[config.mk]
export PLATFORM = sky130hd
export DESIGN_NAME = i2c_eeprom_byte_access_master
export DESIGN_NICKNAME = d
export VERILOG_FILES = /design/src/hw/rtl/i2cee_pkg.sv /design/src/hw/rtl/i2c_eeprom_byte_access_master.sv /design/src/hw/rtl/i2cee_front.sv /design/src/hw/rtl/i2cee_engine.sv
export SDC_FILE = /design/constraint.sdc
export NUM_CORES = 1
export LEC_CHECK = 0
export BUFFER_PORTS_ARGS = -buffer_cell sky130_fd_sc_hd__buf_2
export CAP_MARGIN = 0
export CORE_MARGIN = 10
export CORE_UTILIZATION = 50
export CTS_CLUSTER_SIZE = 10
export DETAILED_ROUTE_END_ITERATION = 8
export HOLD_SLACK_MARGIN = 0.15
export PLACE_DENSITY = 0.66
export SYNTH_ARGS = -nofsm -noshare
export SYNTH_HDL_FRONTEND = slang
export SYNTH_SLANG_ARGS = --single-unit
[constraint.sdc]
create_clock -name aclk -period 15.2 [get_ports aclk]
set_clock_uncertainty 0.2 [all_clocks]
set_input_delay 0.76 -clock aclk [delete_from_list [all_inputs] [get_ports aclk]]
set_output_delay 0.76 -clock aclk [all_outputs]
set_load 0.01 [all_outputs]
[src/hw/rtl/i2cee_pkg.sv]
// shared types, codes and helpers of the i2c eeprom byte access master
`default_nettype none

package i2cee_pkg;

    // command codes on the input channel
    localparam logic [1:0] CMD_NONE  = 2'd0;
    localparam logic [1:0] CMD_READ  = 2'd1;
    localparam logic [1:0] CMD_WRITE = 2'd2;

    // configuration register indexes
    localparam logic [2:0] CFG_TWO_BYTE   = 3'd0;
    localparam logic [2:0] CFG_DEV_SEL    = 3'd1;
    localparam logic [2:0] CFG_BIT_PHASE  = 3'd2;
    localparam logic [2:0] CFG_START_STOP = 3'd3;
    localparam logic [2:0] CFG_ACK_TMO    = 3'd4;
    localparam logic [2:0] CFG_WR_CYCLE   = 3'd5;

    localparam int CFG_DATA_W = 20;
    localparam int PHASE_W    = 20;

    // reset values of the configuration registers
    localparam logic [6:0]  DEV_SEL_RST   = 7'h50;
    localparam logic [9:0]  BIT_PHASE_RST = 10'd2;
    localparam logic [9:0]  SS_RST        = 10'd4;
    localparam logic [9:0]  ACK_TMO_RST   = 10'd250;
    localparam logic [19:0] WR_CYCLE_RST  = 20'd10000;

    // classified command of one tick
    typedef enum logic [1:0] {
        OP_NONE,
        OP_READ,
        OP_WRITE
    } op_t;

    // sequencer steps
    typedef enum logic [4:0] {
        ST_IDLE,
        ST_START,
        ST_DEV,
        ST_AHI,
        ST_ALO,
        ST_DATA,
        ST_RSTART,
        ST_RDSEL,
        ST_RX,
        ST_STOP,
        ST_WAIT
    } step_t;

    // one queued tick
    typedef struct packed {
        op_t         op;
        logic [15:0] mem_address;
        logic [7:0]  write_data;
        logic        sda_in;
    } tick_t;

    // configuration register set
    typedef struct packed {
        logic        two_byte;
        logic [6:0]  dev_sel;
        logic [9:0]  bit_phase;
        logic [9:0]  start_stop;
        logic [9:0]  ack_tmo;
        logic [19:0] wr_cycle;
    } cfg_t;

    // one result of the sequencer
    typedef struct packed {
        logic        scl_release;
        logic        sda_release;
        logic        busy_res;
        logic        done_res;
        logic [7:0]  read_byte;
        logic        ack_error;
    } result_t;

    // device byte with optional block bits and read select
    function automatic logic [7:0] device_byte(input logic two_byte, input logic [6:0] dev_sel,
                                              input logic [15:0] addr, input logic rd);
        logic [7:0] b;
        b = {dev_sel, 1'b0};
        if (!two_byte) begin
            b = b | {4'd0, addr[10:8], 1'b0};
        end
        return b | {7'd0, rd};
    endfunction

    // a zero tick count counts as one
    function automatic logic [9:0] at_least_one(input logic [9:0] v);
        return (v == 10'd0) ? 10'd1 : v;
    endfunction

endpackage

`default_nettype wire

[src/hw/rtl/i2c_eeprom_byte_access_master.sv]
// top level of the i2c eeprom byte access master
`default_nettype none

// Single-byte random read and byte write master for a 24Cxx-style I2C EEPROM.
// Every input transaction is one timing tick carrying the sampled SDA level
// and, while idle, an optional read or write command; every tick yields one
// result transaction with the open-drain SCL/SDA levels (1 releases the line),
// busy, a done pulse, the last received byte and the ack error flag. The
// front queue (two entries) accepts one per cycle while not full and the
// sequencer retires one per cycle into the output register while that
// register is empty or m_ready is high, so the rate is one transaction per
// cycle when m_ready stays high; a tick's result passes through the queue
// entry and then the output register. Configuration registers are written
// through cfg_we/cfg_index/cfg_data and take effect on the next tick.
module i2c_eeprom_byte_access_master (
    input  wire         aclk,
    input  wire         aresetn,
    input  wire         cfg_we,
    input  wire  [2:0]  cfg_index,
    input  wire  [19:0] cfg_data,
    input  wire         s_valid,
    output logic        s_ready,
    input  wire  [1:0]  s_command,
    input  wire  [15:0] s_mem_address,
    input  wire  [7:0]  s_write_data,
    input  wire         s_sda_in,
    output logic        m_valid,
    input  wire         m_ready,
    output logic        m_scl_release,
    output logic        m_sda_release,
    output logic        m_busy_res,
    output logic        m_done_res,
    output logic [7:0]  m_read_byte,
    output logic        m_ack_error
);

    i2cee_pkg::cfg_t    cfg_reg;
    i2cee_pkg::tick_t   q_tick;
    i2cee_pkg::result_t result;
    logic               q_valid, q_ready;

    // configuration registers
    always_ff @(posedge aclk) begin
        if (!aresetn) begin
            cfg_reg.two_byte   <= 1'b0;
            cfg_reg.dev_sel    <= i2cee_pkg::DEV_SEL_RST;
            cfg_reg.bit_phase  <= i2cee_pkg::BIT_PHASE_RST;
            cfg_reg.start_stop <= i2cee_pkg::SS_RST;
            cfg_reg.ack_tmo    <= i2cee_pkg::ACK_TMO_RST;
            cfg_reg.wr_cycle   <= i2cee_pkg::WR_CYCLE_RST;
        end else if (cfg_we) begin
            unique case (cfg_index)
                i2cee_pkg::CFG_TWO_BYTE:   cfg_reg.two_byte   <= cfg_data[0];
                i2cee_pkg::CFG_DEV_SEL:    cfg_reg.dev_sel    <= cfg_data[6:0];
                i2cee_pkg::CFG_BIT_PHASE:  cfg_reg.bit_phase  <= cfg_data[9:0];
                i2cee_pkg::CFG_START_STOP: cfg_reg.start_stop <= cfg_data[9:0];
                i2cee_pkg::CFG_ACK_TMO:    cfg_reg.ack_tmo    <= cfg_data[9:0];
                i2cee_pkg::CFG_WR_CYCLE:   cfg_reg.wr_cycle   <= cfg_data;
                default: begin
                end
            endcase
        end
    end

    // tick queue
    i2cee_front u_front (
        .aclk          (aclk),
        .aresetn       (aresetn),
        .s_valid       (s_valid),
        .s_ready       (s_ready),
        .s_command     (s_command),
        .s_mem_address (s_mem_address),
        .s_write_data  (s_write_data),
        .s_sda_in      (s_sda_in),
        .q_valid       (q_valid),
        .q_ready       (q_ready),
        .q_tick        (q_tick)
    );

    // bus sequencer
    i2cee_engine u_engine (
        .aclk     (aclk),
        .aresetn  (aresetn),
        .cfg      (cfg_reg),
        .q_valid  (q_valid),
        .q_ready  (q_ready),
        .q_tick   (q_tick),
        .m_valid  (m_valid),
        .m_ready  (m_ready),
        .m_result (result)
    );

    assign m_scl_release = result.scl_release;
    assign m_sda_release = result.sda_release;
    assign m_busy_res    = result.busy_res;
    assign m_done_res    = result.done_res;
    assign m_read_byte   = result.read_byte;
    assign m_ack_error   = result.ack_error;

endmodule

`default_nettype wire

[src/hw/rtl/i2cee_front.sv]
// front part: accepts tick transactions, classifies the command, queues them
`default_nettype none

module i2cee_front (
    input  wire                  aclk,
    input  wire                  aresetn,
    input  wire                  s_valid,
    output logic                 s_ready,
    input  wire  [1:0]           s_command,
    input  wire  [15:0]          s_mem_address,
    input  wire  [7:0]           s_write_data,
    input  wire                  s_sda_in,
    output logic                 q_valid,
    input  wire                  q_ready,
    output i2cee_pkg::tick_t     q_tick
);

    localparam int DEPTH = 2;

    i2cee_pkg::tick_t entry_reg [DEPTH];
    logic             wr_ptr_reg, wr_ptr_next;
    logic             rd_ptr_reg, rd_ptr_next;
    logic [1:0]       count_reg, count_next;
    i2cee_pkg::tick_t in_tick;
    logic             push, pop;

    // classify the command code; code 3 counts as no command
    always_comb begin
        in_tick.mem_address = s_mem_address;
        in_tick.write_data  = s_write_data;
        in_tick.sda_in      = s_sda_in;
        unique case (s_command)
            i2cee_pkg::CMD_READ:  in_tick.op = i2cee_pkg::OP_READ;
            i2cee_pkg::CMD_WRITE: in_tick.op = i2cee_pkg::OP_WRITE;
            default:              in_tick.op = i2cee_pkg::OP_NONE;
        endcase
    end

    assign s_ready = (count_reg != 2'(DEPTH));
    assign q_valid = (count_reg != 2'd0);
    assign q_tick  = entry_reg[rd_ptr_reg];
    assign push    = s_valid && s_ready;
    assign pop     = q_valid && q_ready;

    // queue pointers and fill count
    always_comb begin
        wr_ptr_next = push ? ~wr_ptr_reg : wr_ptr_reg;
        rd_ptr_next = pop ? ~rd_ptr_reg : rd_ptr_reg;
        count_next  = count_reg + {1'b0, push} - {1'b0, pop};
    end

    always_ff @(posedge aclk) begin
        if (!aresetn) begin
            wr_ptr_reg <= 1'b0;
            rd_ptr_reg <= 1'b0;
            count_reg  <= 2'd0;
        end else begin
            wr_ptr_reg <= wr_ptr_next;
            rd_ptr_reg <= rd_ptr_next;
            count_reg  <= count_next;
        end
    end

    // queue storage
    always_ff @(posedge aclk) begin
        if (push) begin
            entry_reg[wr_ptr_reg] <= in_tick;
        end
    end

endmodule

`default_nettype wire

[src/hw/rtl/i2cee_engine.sv]
// back part: bus sequencer that runs one tick per transaction and holds the result
`default_nettype none

module i2cee_engine (
    input  wire                  aclk,
    input  wire                  aresetn,
    input  i2cee_pkg::cfg_t      cfg,
    input  wire                  q_valid,
    output logic                 q_ready,
    input  i2cee_pkg::tick_t     q_tick,
    output logic                 m_valid,
    input  wire                  m_ready,
    output i2cee_pkg::result_t   m_result
);

    localparam int PW = i2cee_pkg::PHASE_W;

    i2cee_pkg::step_t   step_reg, step_next;
    logic [3:0]         bit_reg, bit_next;
    logic [7:0]         shift_reg, shift_next;
    logic [PW-1:0]      pc_reg, pc_next;
    logic [15:0]        addr_reg, addr_next;
    logic [7:0]         data_reg, data_next;
    logic               is_wr_reg, is_wr_next;
    logic [7:0]         rx_reg, rx_next;
    logic               err_reg, err_next;
    logic               out_valid_reg;
    i2cee_pkg::result_t out_reg, res_next;
    logic               advance;

    logic [9:0]         bp, ss, to;
    logic [PW:0]        pc_inc, pc_ext, bp_ext, ss_ext;
    logic               scl, sda, busy, done, half;

    assign q_ready  = !out_valid_reg || m_ready;
    assign advance  = q_valid && q_ready;
    assign m_valid  = out_valid_reg;
    assign m_result = out_reg;

    assign bp     = i2cee_pkg::at_least_one(cfg.bit_phase);
    assign ss     = i2cee_pkg::at_least_one(cfg.start_stop);
    assign to     = i2cee_pkg::at_least_one(cfg.ack_tmo);
    assign bp_ext = (PW+1)'(bp);
    assign ss_ext = (PW+1)'(ss);

    // one tick of the sequencer
    always_comb begin
        step_next  = step_reg;
        bit_next   = bit_reg;
        shift_next = shift_reg;
        pc_next    = pc_reg;
        addr_next  = addr_reg;
        data_next  = data_reg;
        is_wr_next = is_wr_reg;
        rx_next    = rx_reg;
        err_next   = err_reg;
        scl        = 1'b1;
        sda        = 1'b1;
        done       = 1'b0;
        half       = 1'b0;

        // latch a new command while idle
        if (step_reg == i2cee_pkg::ST_IDLE && q_tick.op != i2cee_pkg::OP_NONE) begin
            addr_next  = q_tick.mem_address;
            data_next  = q_tick.write_data;
            is_wr_next = (q_tick.op == i2cee_pkg::OP_WRITE);
            err_next   = 1'b0;
            if (q_tick.op == i2cee_pkg::OP_READ) begin
                rx_next = 8'd0;
            end
            step_next  = i2cee_pkg::ST_START;
            bit_next   = 4'd0;
            pc_next    = '0;
            shift_next = 8'd0;
        end
        busy   = (step_next != i2cee_pkg::ST_IDLE);
        pc_ext = (PW+1)'(pc_next);
        pc_inc = pc_ext + (PW+1)'(1);

        unique case (step_next)
            i2cee_pkg::ST_IDLE: begin
            end
            i2cee_pkg::ST_START: begin
                if (pc_ext >= ss_ext) sda = 1'b0;
                pc_next = pc_inc[PW-1:0];
                if (pc_inc >= (ss_ext << 1)) begin
                    step_next  = i2cee_pkg::ST_DEV;
                    bit_next   = 4'd0;
                    pc_next    = '0;
                    shift_next = i2cee_pkg::device_byte(cfg.two_byte, cfg.dev_sel,
                                                        addr_next, 1'b0);
                end
            end
            i2cee_pkg::ST_DEV, i2cee_pkg::ST_AHI, i2cee_pkg::ST_ALO,
            i2cee_pkg::ST_DATA, i2cee_pkg::ST_RDSEL: begin
                half = (pc_ext >= bp_ext);
                scl  = half;
                if (bit_next < 4'd8) begin
                    // shift out one bit
                    sda     = shift_next[7];
                    pc_next = pc_inc[PW-1:0];
                    if (pc_inc >= (bp_ext << 1)) begin
                        shift_next = {shift_next[6:0], 1'b0};
                        bit_next   = bit_next + 4'd1;
                        pc_next    = '0;
                    end
                end else if (!half) begin
                    pc_next = pc_inc[PW-1:0];
                end else if (!q_tick.sda_in) begin
                    // ack seen: choose the next byte
                    bit_next = 4'd0;
                    pc_next  = '0;
                    priority case (step_next)
                        i2cee_pkg::ST_DEV: begin
                            if (cfg.two_byte) begin
                                step_next  = i2cee_pkg::ST_AHI;
                                shift_next = addr_next[15:8];
                            end else begin
                                step_next  = i2cee_pkg::ST_ALO;
                                shift_next = addr_next[7:0];
                            end
                        end
                        i2cee_pkg::ST_AHI: begin
                            step_next  = i2cee_pkg::ST_ALO;
                            shift_next = addr_next[7:0];
                        end
                        i2cee_pkg::ST_ALO: begin
                            if (is_wr_next) begin
                                step_next  = i2cee_pkg::ST_DATA;
                                shift_next = data_next;
                            end else begin
                                step_next  = i2cee_pkg::ST_RSTART;
                                shift_next = 8'd0;
                            end
                        end
                        i2cee_pkg::ST_RDSEL: begin
                            step_next  = i2cee_pkg::ST_RX;
                            shift_next = 8'd0;
                        end
                        default: begin
                            step_next  = i2cee_pkg::ST_STOP;
                            shift_next = 8'd0;
                        end
                    endcase
                end else if (pc_inc >= (PW+1)'(to) + bp_ext) begin
                    // ack timeout: abort with a stop
                    err_next   = 1'b1;
                    step_next  = i2cee_pkg::ST_STOP;
                    bit_next   = 4'd0;
                    pc_next    = '0;
                    shift_next = 8'd0;
                end else begin
                    pc_next = pc_inc[PW-1:0];
                end
            end
            i2cee_pkg::ST_RSTART: begin
                if (pc_ext < bp_ext) scl = 1'b0;
                else if (pc_ext >= bp_ext + ss_ext) sda = 1'b0;
                pc_next = pc_inc[PW-1:0];
                if (pc_inc >= bp_ext + (ss_ext << 1)) begin
                    step_next  = i2cee_pkg::ST_RDSEL;
                    bit_next   = 4'd0;
                    pc_next    = '0;
                    shift_next = i2cee_pkg::device_byte(cfg.two_byte, cfg.dev_sel,
                                                        addr_next, 1'b1);
                end
            end
            i2cee_pkg::ST_RX: begin
                scl     = (pc_ext >= bp_ext);
                pc_next = pc_inc[PW-1:0];
                if (pc_inc >= (bp_ext << 1)) begin
                    if (bit_next < 4'd8) begin
                        // sample one data bit at the end of scl high
                        shift_next = {shift_next[6:0], q_tick.sda_in};
                        bit_next   = bit_next + 4'd1;
                        pc_next    = '0;
                        if (bit_next == 4'd8) rx_next = shift_next;
                    end else begin
                        step_next  = i2cee_pkg::ST_STOP;
                        bit_next   = 4'd0;
                        pc_next    = '0;
                        shift_next = 8'd0;
                    end
                end
            end
            i2cee_pkg::ST_STOP: begin
                if (pc_ext < ss_ext) begin
                    scl = 1'b0;
                    sda = 1'b0;
                end else if (pc_ext < (ss_ext << 1)) begin
                    sda = 1'b0;
                end
                pc_next = pc_inc[PW-1:0];
                if (pc_inc >= (ss_ext << 1) + ss_ext) begin
                    bit_next   = 4'd0;
                    pc_next    = '0;
                    shift_next = 8'd0;
                    if (is_wr_next && !err_next && cfg.wr_cycle != 20'd0) begin
                        step_next = i2cee_pkg::ST_WAIT;
                    end else begin
                        step_next = i2cee_pkg::ST_IDLE;
                        done      = 1'b1;
                    end
                end
            end
            i2cee_pkg::ST_WAIT: begin
                pc_next = pc_inc[PW-1:0];
                if (pc_inc >= (PW+1)'(cfg.wr_cycle)) begin
                    step_next  = i2cee_pkg::ST_IDLE;
                    bit_next   = 4'd0;
                    pc_next    = '0;
                    shift_next = 8'd0;
                    done       = 1'b1;
                end
            end
            default: begin
                step_next  = i2cee_pkg::ST_IDLE;
                bit_next   = 4'd0;
                pc_next    = '0;
                shift_next = 8'd0;
            end
        endcase

        res_next.scl_release = scl;
        res_next.sda_release = sda;
        res_next.busy_res    = busy;
        res_next.done_res    = done;
        res_next.read_byte   = rx_next;
        res_next.ack_error   = err_next;
    end

    // sequencer state
    always_ff @(posedge aclk) begin
        if (!aresetn) begin
            step_reg  <= i2cee_pkg::ST_IDLE;
            bit_reg   <= 4'd0;
            shift_reg <= 8'd0;
            pc_reg    <= '0;
            addr_reg  <= 16'd0;
            data_reg  <= 8'd0;
            is_wr_reg <= 1'b0;
            rx_reg    <= 8'd0;
            err_reg   <= 1'b0;
        end else if (advance) begin
            step_reg  <= step_next;
            bit_reg   <= bit_next;
            shift_reg <= shift_next;
            pc_reg    <= pc_next;
            addr_reg  <= addr_next;
            data_reg  <= data_next;
            is_wr_reg <= is_wr_next;
            rx_reg    <= rx_next;
            err_reg   <= err_next;
        end
    end

    // output register
    always_ff @(posedge aclk) begin
        if (!aresetn) begin
            out_valid_reg <= 1'b0;
        end else if (q_ready) begin
            out_valid_reg <= q_valid;
        end
    end

    always_ff @(posedge aclk) begin
        if (advance) begin
            out_reg <= res_next;
        end
    end

endmodule

`default_nettype wire

# [After elaboration in Yosys (flattened, before gate mapping)]
# Memories as Yosys holds them, arrays and structs flattened. A register that Yosys moved wholly into a read port is not among the register bits.
# Cells that the tools add are included.
[word_totals] reg_bits=147 mem_count=1 ramBits=54 elab_cells=191
[op_classes] n_mux=94 bitwise=3 n_eq_ne=21 n_addsub=8 order_cmp=13 reduce_logical=26
[memory_table] name="u_front.entry_reg" depth=2 width=27 read_ports=1 rd_ports_with_merged_regs=1 wr=1 line="i2cee_front.sv:20" text="i2cee_pkg::tick_t entry_reg [DEPTH];"
[op_table] operator="20-bit two-way mux" n=10
[op_table] operator="8-bit two-way mux" n=22
[op_table] operator="20-bit case mux with 7 select lines" n=1
[op_table] operator="21-bit greater-or-equal comparator" n=3
[op_table] operator="8-bit case mux with 7 select lines" n=1
[op_table] operator="5-bit two-way mux" n=11
[op_table] operator="4-bit two-way mux" n=13
[op_table] operator="21-bit by 11-bit greater-or-equal comparator with 1-bit output" n=2
[op_table] operator="20-bit by 10-bit greater-or-equal comparator with 1-bit output" n=2
[op_table] operator="20-bit by 10-bit less-than comparator with 1-bit output" n=2
[op_table] operator="5-bit case mux with 7 select lines" n=1
[op_table] operator="10-bit zero test" n=3
[op_table] operator="10-bit two-way mux" n=3
[op_table] operator="4-bit case mux with 7 select lines" n=1
[op_table] operator="8-bit case mux with 3 select lines" n=1
[op_table] operator="10-bit by 10-bit adder with 11-bit output" n=2
[op_table] operator="1-bit two-way mux" n=22
[op_table] operator="20-bit by 1-bit adder with 21-bit output, second input constant" n=1
[op_table] operator="20-bit by 21-bit greater-or-equal comparator with 1-bit output" n=1
[op_table] operator="21-bit by 20-bit greater-or-equal comparator with 1-bit output" n=1
[op_table] operator="5-bit by 3-bit == test with 1-bit output, second input constant" n=4
[op_table] operator="20-bit by 11-bit less-than comparator with 1-bit output" n=1
[op_table] operator="5-bit case mux with 4 select lines" n=1
[op_table] operator="20-bit nonzero test" n=1
[op_table] operator="35 further kinds" n=55

# [Depth between registers and ports, before layout]
[depth] depth_word=10 mapped_depth=30 ltp_nobuf=27

# [Hierarchy]
# Synthesis repeated with hierarchy kept, for this count alone.
[unflattened] cells_unflattened=1619 area_unflattened_um2=14013.4
[modules_own_cells] module="i2cee_engine" area_each_um2=9469.1 cells_each=1277 instances=1
[modules_own_cells] module="i2c_eeprom_byte_access_master" area_each_um2=2316.0 cells_each=227 instances=1
[modules_own_cells] module="i2cee_front" area_each_um2=2228.4 cells_each=115 instances=1

# [Worst setup path before layout]
# No wires, ideal clock.
[synth_timing] kind="register to register" from="reg u_engine.step_reg[0]" to="reg u_engine.bit_reg[2]" stages_incl_launch_ff=21 path_slack_ns=9.701 required_time_ns=14.876 path_buffers=6 period_less_slack_ns=5.499 arrival_time_ns=5.175 setup_time_ns=0.124 cell_sequence="dfxtp_1 buf_6 or4_1 buf_2 nor4_2 clkbuf_1 clkbuf_1 buf_1 clkbuf_1 nor2_1 ha_1 nand4_1 nor3_1 o31ai_1 a31oi_1 o2111ai_1 and3_1 or3_1 or3b_2 a31oi_1 o21ai_0"
[synth_between] elab_chain_len=10 word_cells_on_any_way=39 cone_classes="add/sub: 2; order compare: 8; eq/ne: 10; mux: 15; reduce/logical: 4"
[synth_lines] item="start: declaration" line="i2cee_engine.sv:18" text="i2cee_pkg::step_t step_reg, step_next;"
[synth_lines] item="start signal: assignment" line="i2cee_engine.sv:235" text="step_reg <= i2cee_pkg::ST_IDLE;"
[synth_lines] item="start signal: assignment" line="i2cee_engine.sv:245" text="step_reg <= step_next;"
[synth_lines] item="5-bit zero test" line="i2cee_engine.sv:63" text="if (step_reg == i2cee_pkg::ST_IDLE && q_tick.op != i2cee_pkg::OP_NONE) begin"
[synth_lines] item="1-bit logical AND" line="i2cee_engine.sv:63"
[synth_lines] item="20-bit two-way mux" line="i2cee_engine.sv:63"
[synth_lines] item="20-bit by 1-bit adder with 21-bit output" line="i2cee_engine.sv:78" text="pc_inc = pc_ext + (PW+1)'(1);"
[synth_lines] item="21-bit greater-or-equal comparator" line="i2cee_engine.sv:145" text="end else if (pc_inc >= (PW+1)'(to) + bp_ext) begin"
[synth_lines] item="4-bit two-way mux" line="i2cee_engine.sv:145"
[synth_lines] item="4-bit two-way mux" line="i2cee_engine.sv:109" text="end else if (!q_tick.sda_in) begin"
[synth_lines] item="4-bit two-way mux" line="i2cee_engine.sv:107" text="end else if (!half) begin"
[synth_lines] item="4-bit two-way mux" line="i2cee_engine.sv:98" text="if (bit_next < 4'd8) begin"
[synth_lines] item="4-bit case mux with 7 select lines (*)" line="i2cee_engine.sv:80" text="unique case (step_next)"
[synth_lines] item="end signal: assignment" line="i2cee_engine.sv:246" text="bit_reg <= bit_next;"
[synth_lines] item="end: declaration" line="i2cee_engine.sv:19" text="logic [3:0] bit_reg, bit_next;"
# Mark *: on every way between the ends. The rest lies on a longest branch, timed or not.
# A chain may end at the register's enable or synchronous reset.

==> run summary <==
FINISH
-------------------------------------------------------------------------------------
P&R area growth vs syn                                                         9.871%
Post-Layout Cell Count                                                           2058
Number of flip-flops under the largest register name                               58
Fraction of final layout cells sized beyond drive strength 1                  0.09286
Number of antenna repair diodes                                                     0
Final Util                                                                     0.5569
Number of fill cells                                                             2616
Post-layout net count                                                            1883
Final instance area                                                       15470 sq um

YOSYS
-------------------------------------------------------------------------------------
Sequential element share of the synthesized area                               0.3348
Synthesized netlist cell count                                                   1632
Most common cell in the netlist                                               nand2_1
Leading post-synthesis cells by cell area                                dfxtp_1, edfxtp_1, ha_1
Share of synthesized cell area in and, or, nand and nor gates                  0.1917
Synth unique cells                                                                 84
Count of synthesis-stage warnings from yosys                                        0
Count of flip-flops with a built-in enable after synthesis                         67
Mean area per synthesized cell                                            8.629 sq um
Fraction of synthesized cell area taken by the top area cell type              0.1919
Portion of netlist area occupied by mux cells                                 0.03367
Commonest cells in the netlist                                           nand2_1, ha_1, dfxtp_1
Net Count, Synth                                                                 1850
Compound-cell area share of the yosys netlist                                  0.2128
Share of the synthesized netlist area taken by xor and xnor gates             0.03048
Combinational family with the most area after synthesis                  compound AO/OA/AOI/OAI gates
Number of register bits inferred by synthesis                                     202
Largest area contributor in the netlist                                       dfxtp_1
Proportion of synthesized flip-flops having asynchronous set or reset               0
Top FF cell, synth                                                            dfxtp_1
Adder-cell area share of the yosys netlist                                     0.1471
Mapped Area                                                               14080 sq um

FLOORPLAN
-------------------------------------------------------------------------------------
Die height                                                                   187.8 um
Total core area                                                           27780 sq um
Floorplan die area                                                        35280 sq um
DIE WIDTH                                                                    187.8 um
FP Rows                                                                            61
I/O pin count                                                                      70
Starting density of the core                                                   0.5069

CRITICAL PATH
-------------------------------------------------------------------------------------
Ordered cell list for the critical path                                  buf_4, nor3b_1, or4_2, nand2_1, inv_1, ha_1, nand3_1, nor2_1, nand2_1, xor2_1, nor2_1, ha_1, and4_1, a2111oi_0, o211ai_1, o31ai_2, nand2_2, nand3b_2, and2_1, a22o_1
Critical path arrival                                                         7.34 ns
Count of buffering cells on the critical path with inverters included               2
Startpoint kind of the worst setup timing path                                   flop
Sort of element at the end of the critical path                                  flop
Longest individual stage delay on the worst path                              0.77 ns
Critical path type                                                       flop to flop
Gate family responsible for the most delay along the worst path          simple AND/OR/NAND/NOR gates
Worst path slowest cell                                                       nor3b_1
Required arrival time at the worst endpoint                                  15.47 ns
CP max FO                                                                          29

POWER
-------------------------------------------------------------------------------------
Combinational share of power                                                    0.294
Total power                                                                  1.767 mW
Share of power burned in registers                                              0.395
Maximum vdd drop                                                            0.1216 mV
Total internal power                                                         1.155 mW
Static Leakage                                                               6.620 nW
Share of total power in the clock network                                       0.311
Pwr dens                                                                 114.2 nW/um^2
Power dissipated by switching net loads                                      611.8 uW
Fraction of power spent switching nets                                         0.3463

ROUTING
-------------------------------------------------------------------------------------
Drt initial violations                                                           1342
DR vias/cell                                                                    6.043
Number of nets with antenna violations after detailed routing                       0
Wire length per cell                                                         20.28 um
DR pass1 iterations                                                                 5
Total vias in the final route                                                   12440
Routed wire length                                                           41730 um
Drc violations                                                                      0

GLOBAL ROUTING
-------------------------------------------------------------------------------------
Overall global routing resource usage                                          0.2284
Number of global-route vias before repair                                       12020
First-pass GRT wire length                                                   65990 um
Aggregate global routing overflow                                                   0
Pin count of the biggest net entering global routing                              100
Initial antenna violation count                                                     0

STA
-------------------------------------------------------------------------------------
Worst rel slew slack                                                           0.2654
Setup repair after global routing missed its margin                                no
Worst hold margin                                                           0.2149 ns
Tmin final                                                                   7.063 ns
Max Clock Freq                                                              141.6 MHz
Hold Vio Cnt, Final                                                                 0
Post-route worst setup slack                                                 8.137 ns
Worst Tran Pin Value                                                         1.094 ns
Tcrit/Tclk final                                                               0.4647
Setup TNS                                                                        0 ns
Slew Viols, Final                                                                   0
Finish-stage setup viols                                                            0

PLACE
-------------------------------------------------------------------------------------
Cell Area, Placed                                                         14730 sq um
Post-detail-place hpwl                                                       31100 um
Dpl cells                                                                        2016
Worst setup timing slack at the placement stage                              8.404 ns
Count of buffers from port buffering                                               69
Final weighted congestion in routability-driven placement                      0.9897

CLOCK TREE
-------------------------------------------------------------------------------------
CTS Hold Bufs                                                                       0
Longest Clk Path Bufs                                                               3
Worst-Skew Late Latency                                                       0.53 ns
Cts repair resizes                                                                  0
TritonCTS clock tree                                                             done
H-tree lvl count                                                                    1
Count of buffers added by post-CTS timing repair for setup                          0
CTS Root Cell                                                               clkbuf_16
Clock buffers created by TritonCTS                                                 25
Clock-pin slew of the registers on the worst-case setup and hold paths        0.06 ns
Sinks on Clock Net                                                                202

HOLD PATH
-------------------------------------------------------------------------------------
Classification of the worst-slack hold path                              primary input to flop

STATUS
-------------------------------------------------------------------------------------
Status                                                                   finished clean

JOB
-------------------------------------------------------------------------------------
Count of max-cap constraint violations                                              0

==> final timing paths <==
check	start	end	depth (start not counted)	slack (ns)
worst max register to register	flop	u_engine.pc_reg[16]	20	8.14
worst max-delay path	flop	u_engine.pc_reg[16]	20	8.14
worst min-delay path	s_write_data[2]	u_front.entry_reg[1][3]	1	0.21
worst min register to register	u_engine.addr_reg[8]	u_engine.addr_reg[8]	2	0.27
==> cells in the final DEF (no fill, tap or decap), drive strengths merged, types with 47 or more instances in the layout <==
cell type	synthesis	routed
a21boi	47	47
o21ai	88	88
edfxtp	67	67
ha	160	160
dfxtp	135	135
inv	87	89
buf	19	92
nand2	230	230
nor2	112	112
a21oi	79	79
==> logic make-up (layout without fill, tap and decap cells) <==
family          Yosys count  in the layout
simple gates            568            568
compound gates          427            427
flops                   202            202
buf+inv                 175            223
fa+ha+maj               164            164
xor+xnor                 49             49
mux                      47             47
==> routing by layer <==
layer  GRT usage  routed length [um]
met1      0.3181               18870
met2      0.3433               17570
met3     0.05288                3980
met4     0.06831                1306
met5           0                   0
==> cell type report <==
type | count | area, sq um | share of cell area
tap | 378 | 473.0 | 0.03057
inverter | 89 | 334.1 | 0.02159
clock buffer | 38 | 684.4 | 0.04423
clock inverter | 4 | 61.31 | 0.003962
timing repair buffer | 92 | 518.0 | 0.03348
sequential | 202 | 4715 | 0.3047
multi-input combinational | 1255 | 8687 | 0.5615
==> power by group through the flow <==
stage / sequential [mW] / combinational [mW] / clock (mW)
final: 0.697 / 0.520 / 0.550
after global routing: 0.705 / 0.574 / 0.582
after CTS: 0.696 / 0.516 / 0.563
after detailed placement: 0.706 / 0.515 / 0
after global placement: 0.703 / 0.503 / 0
after floorplan: 0.700 / 0.355 / 0
Power figures use the tool's default switching activity.
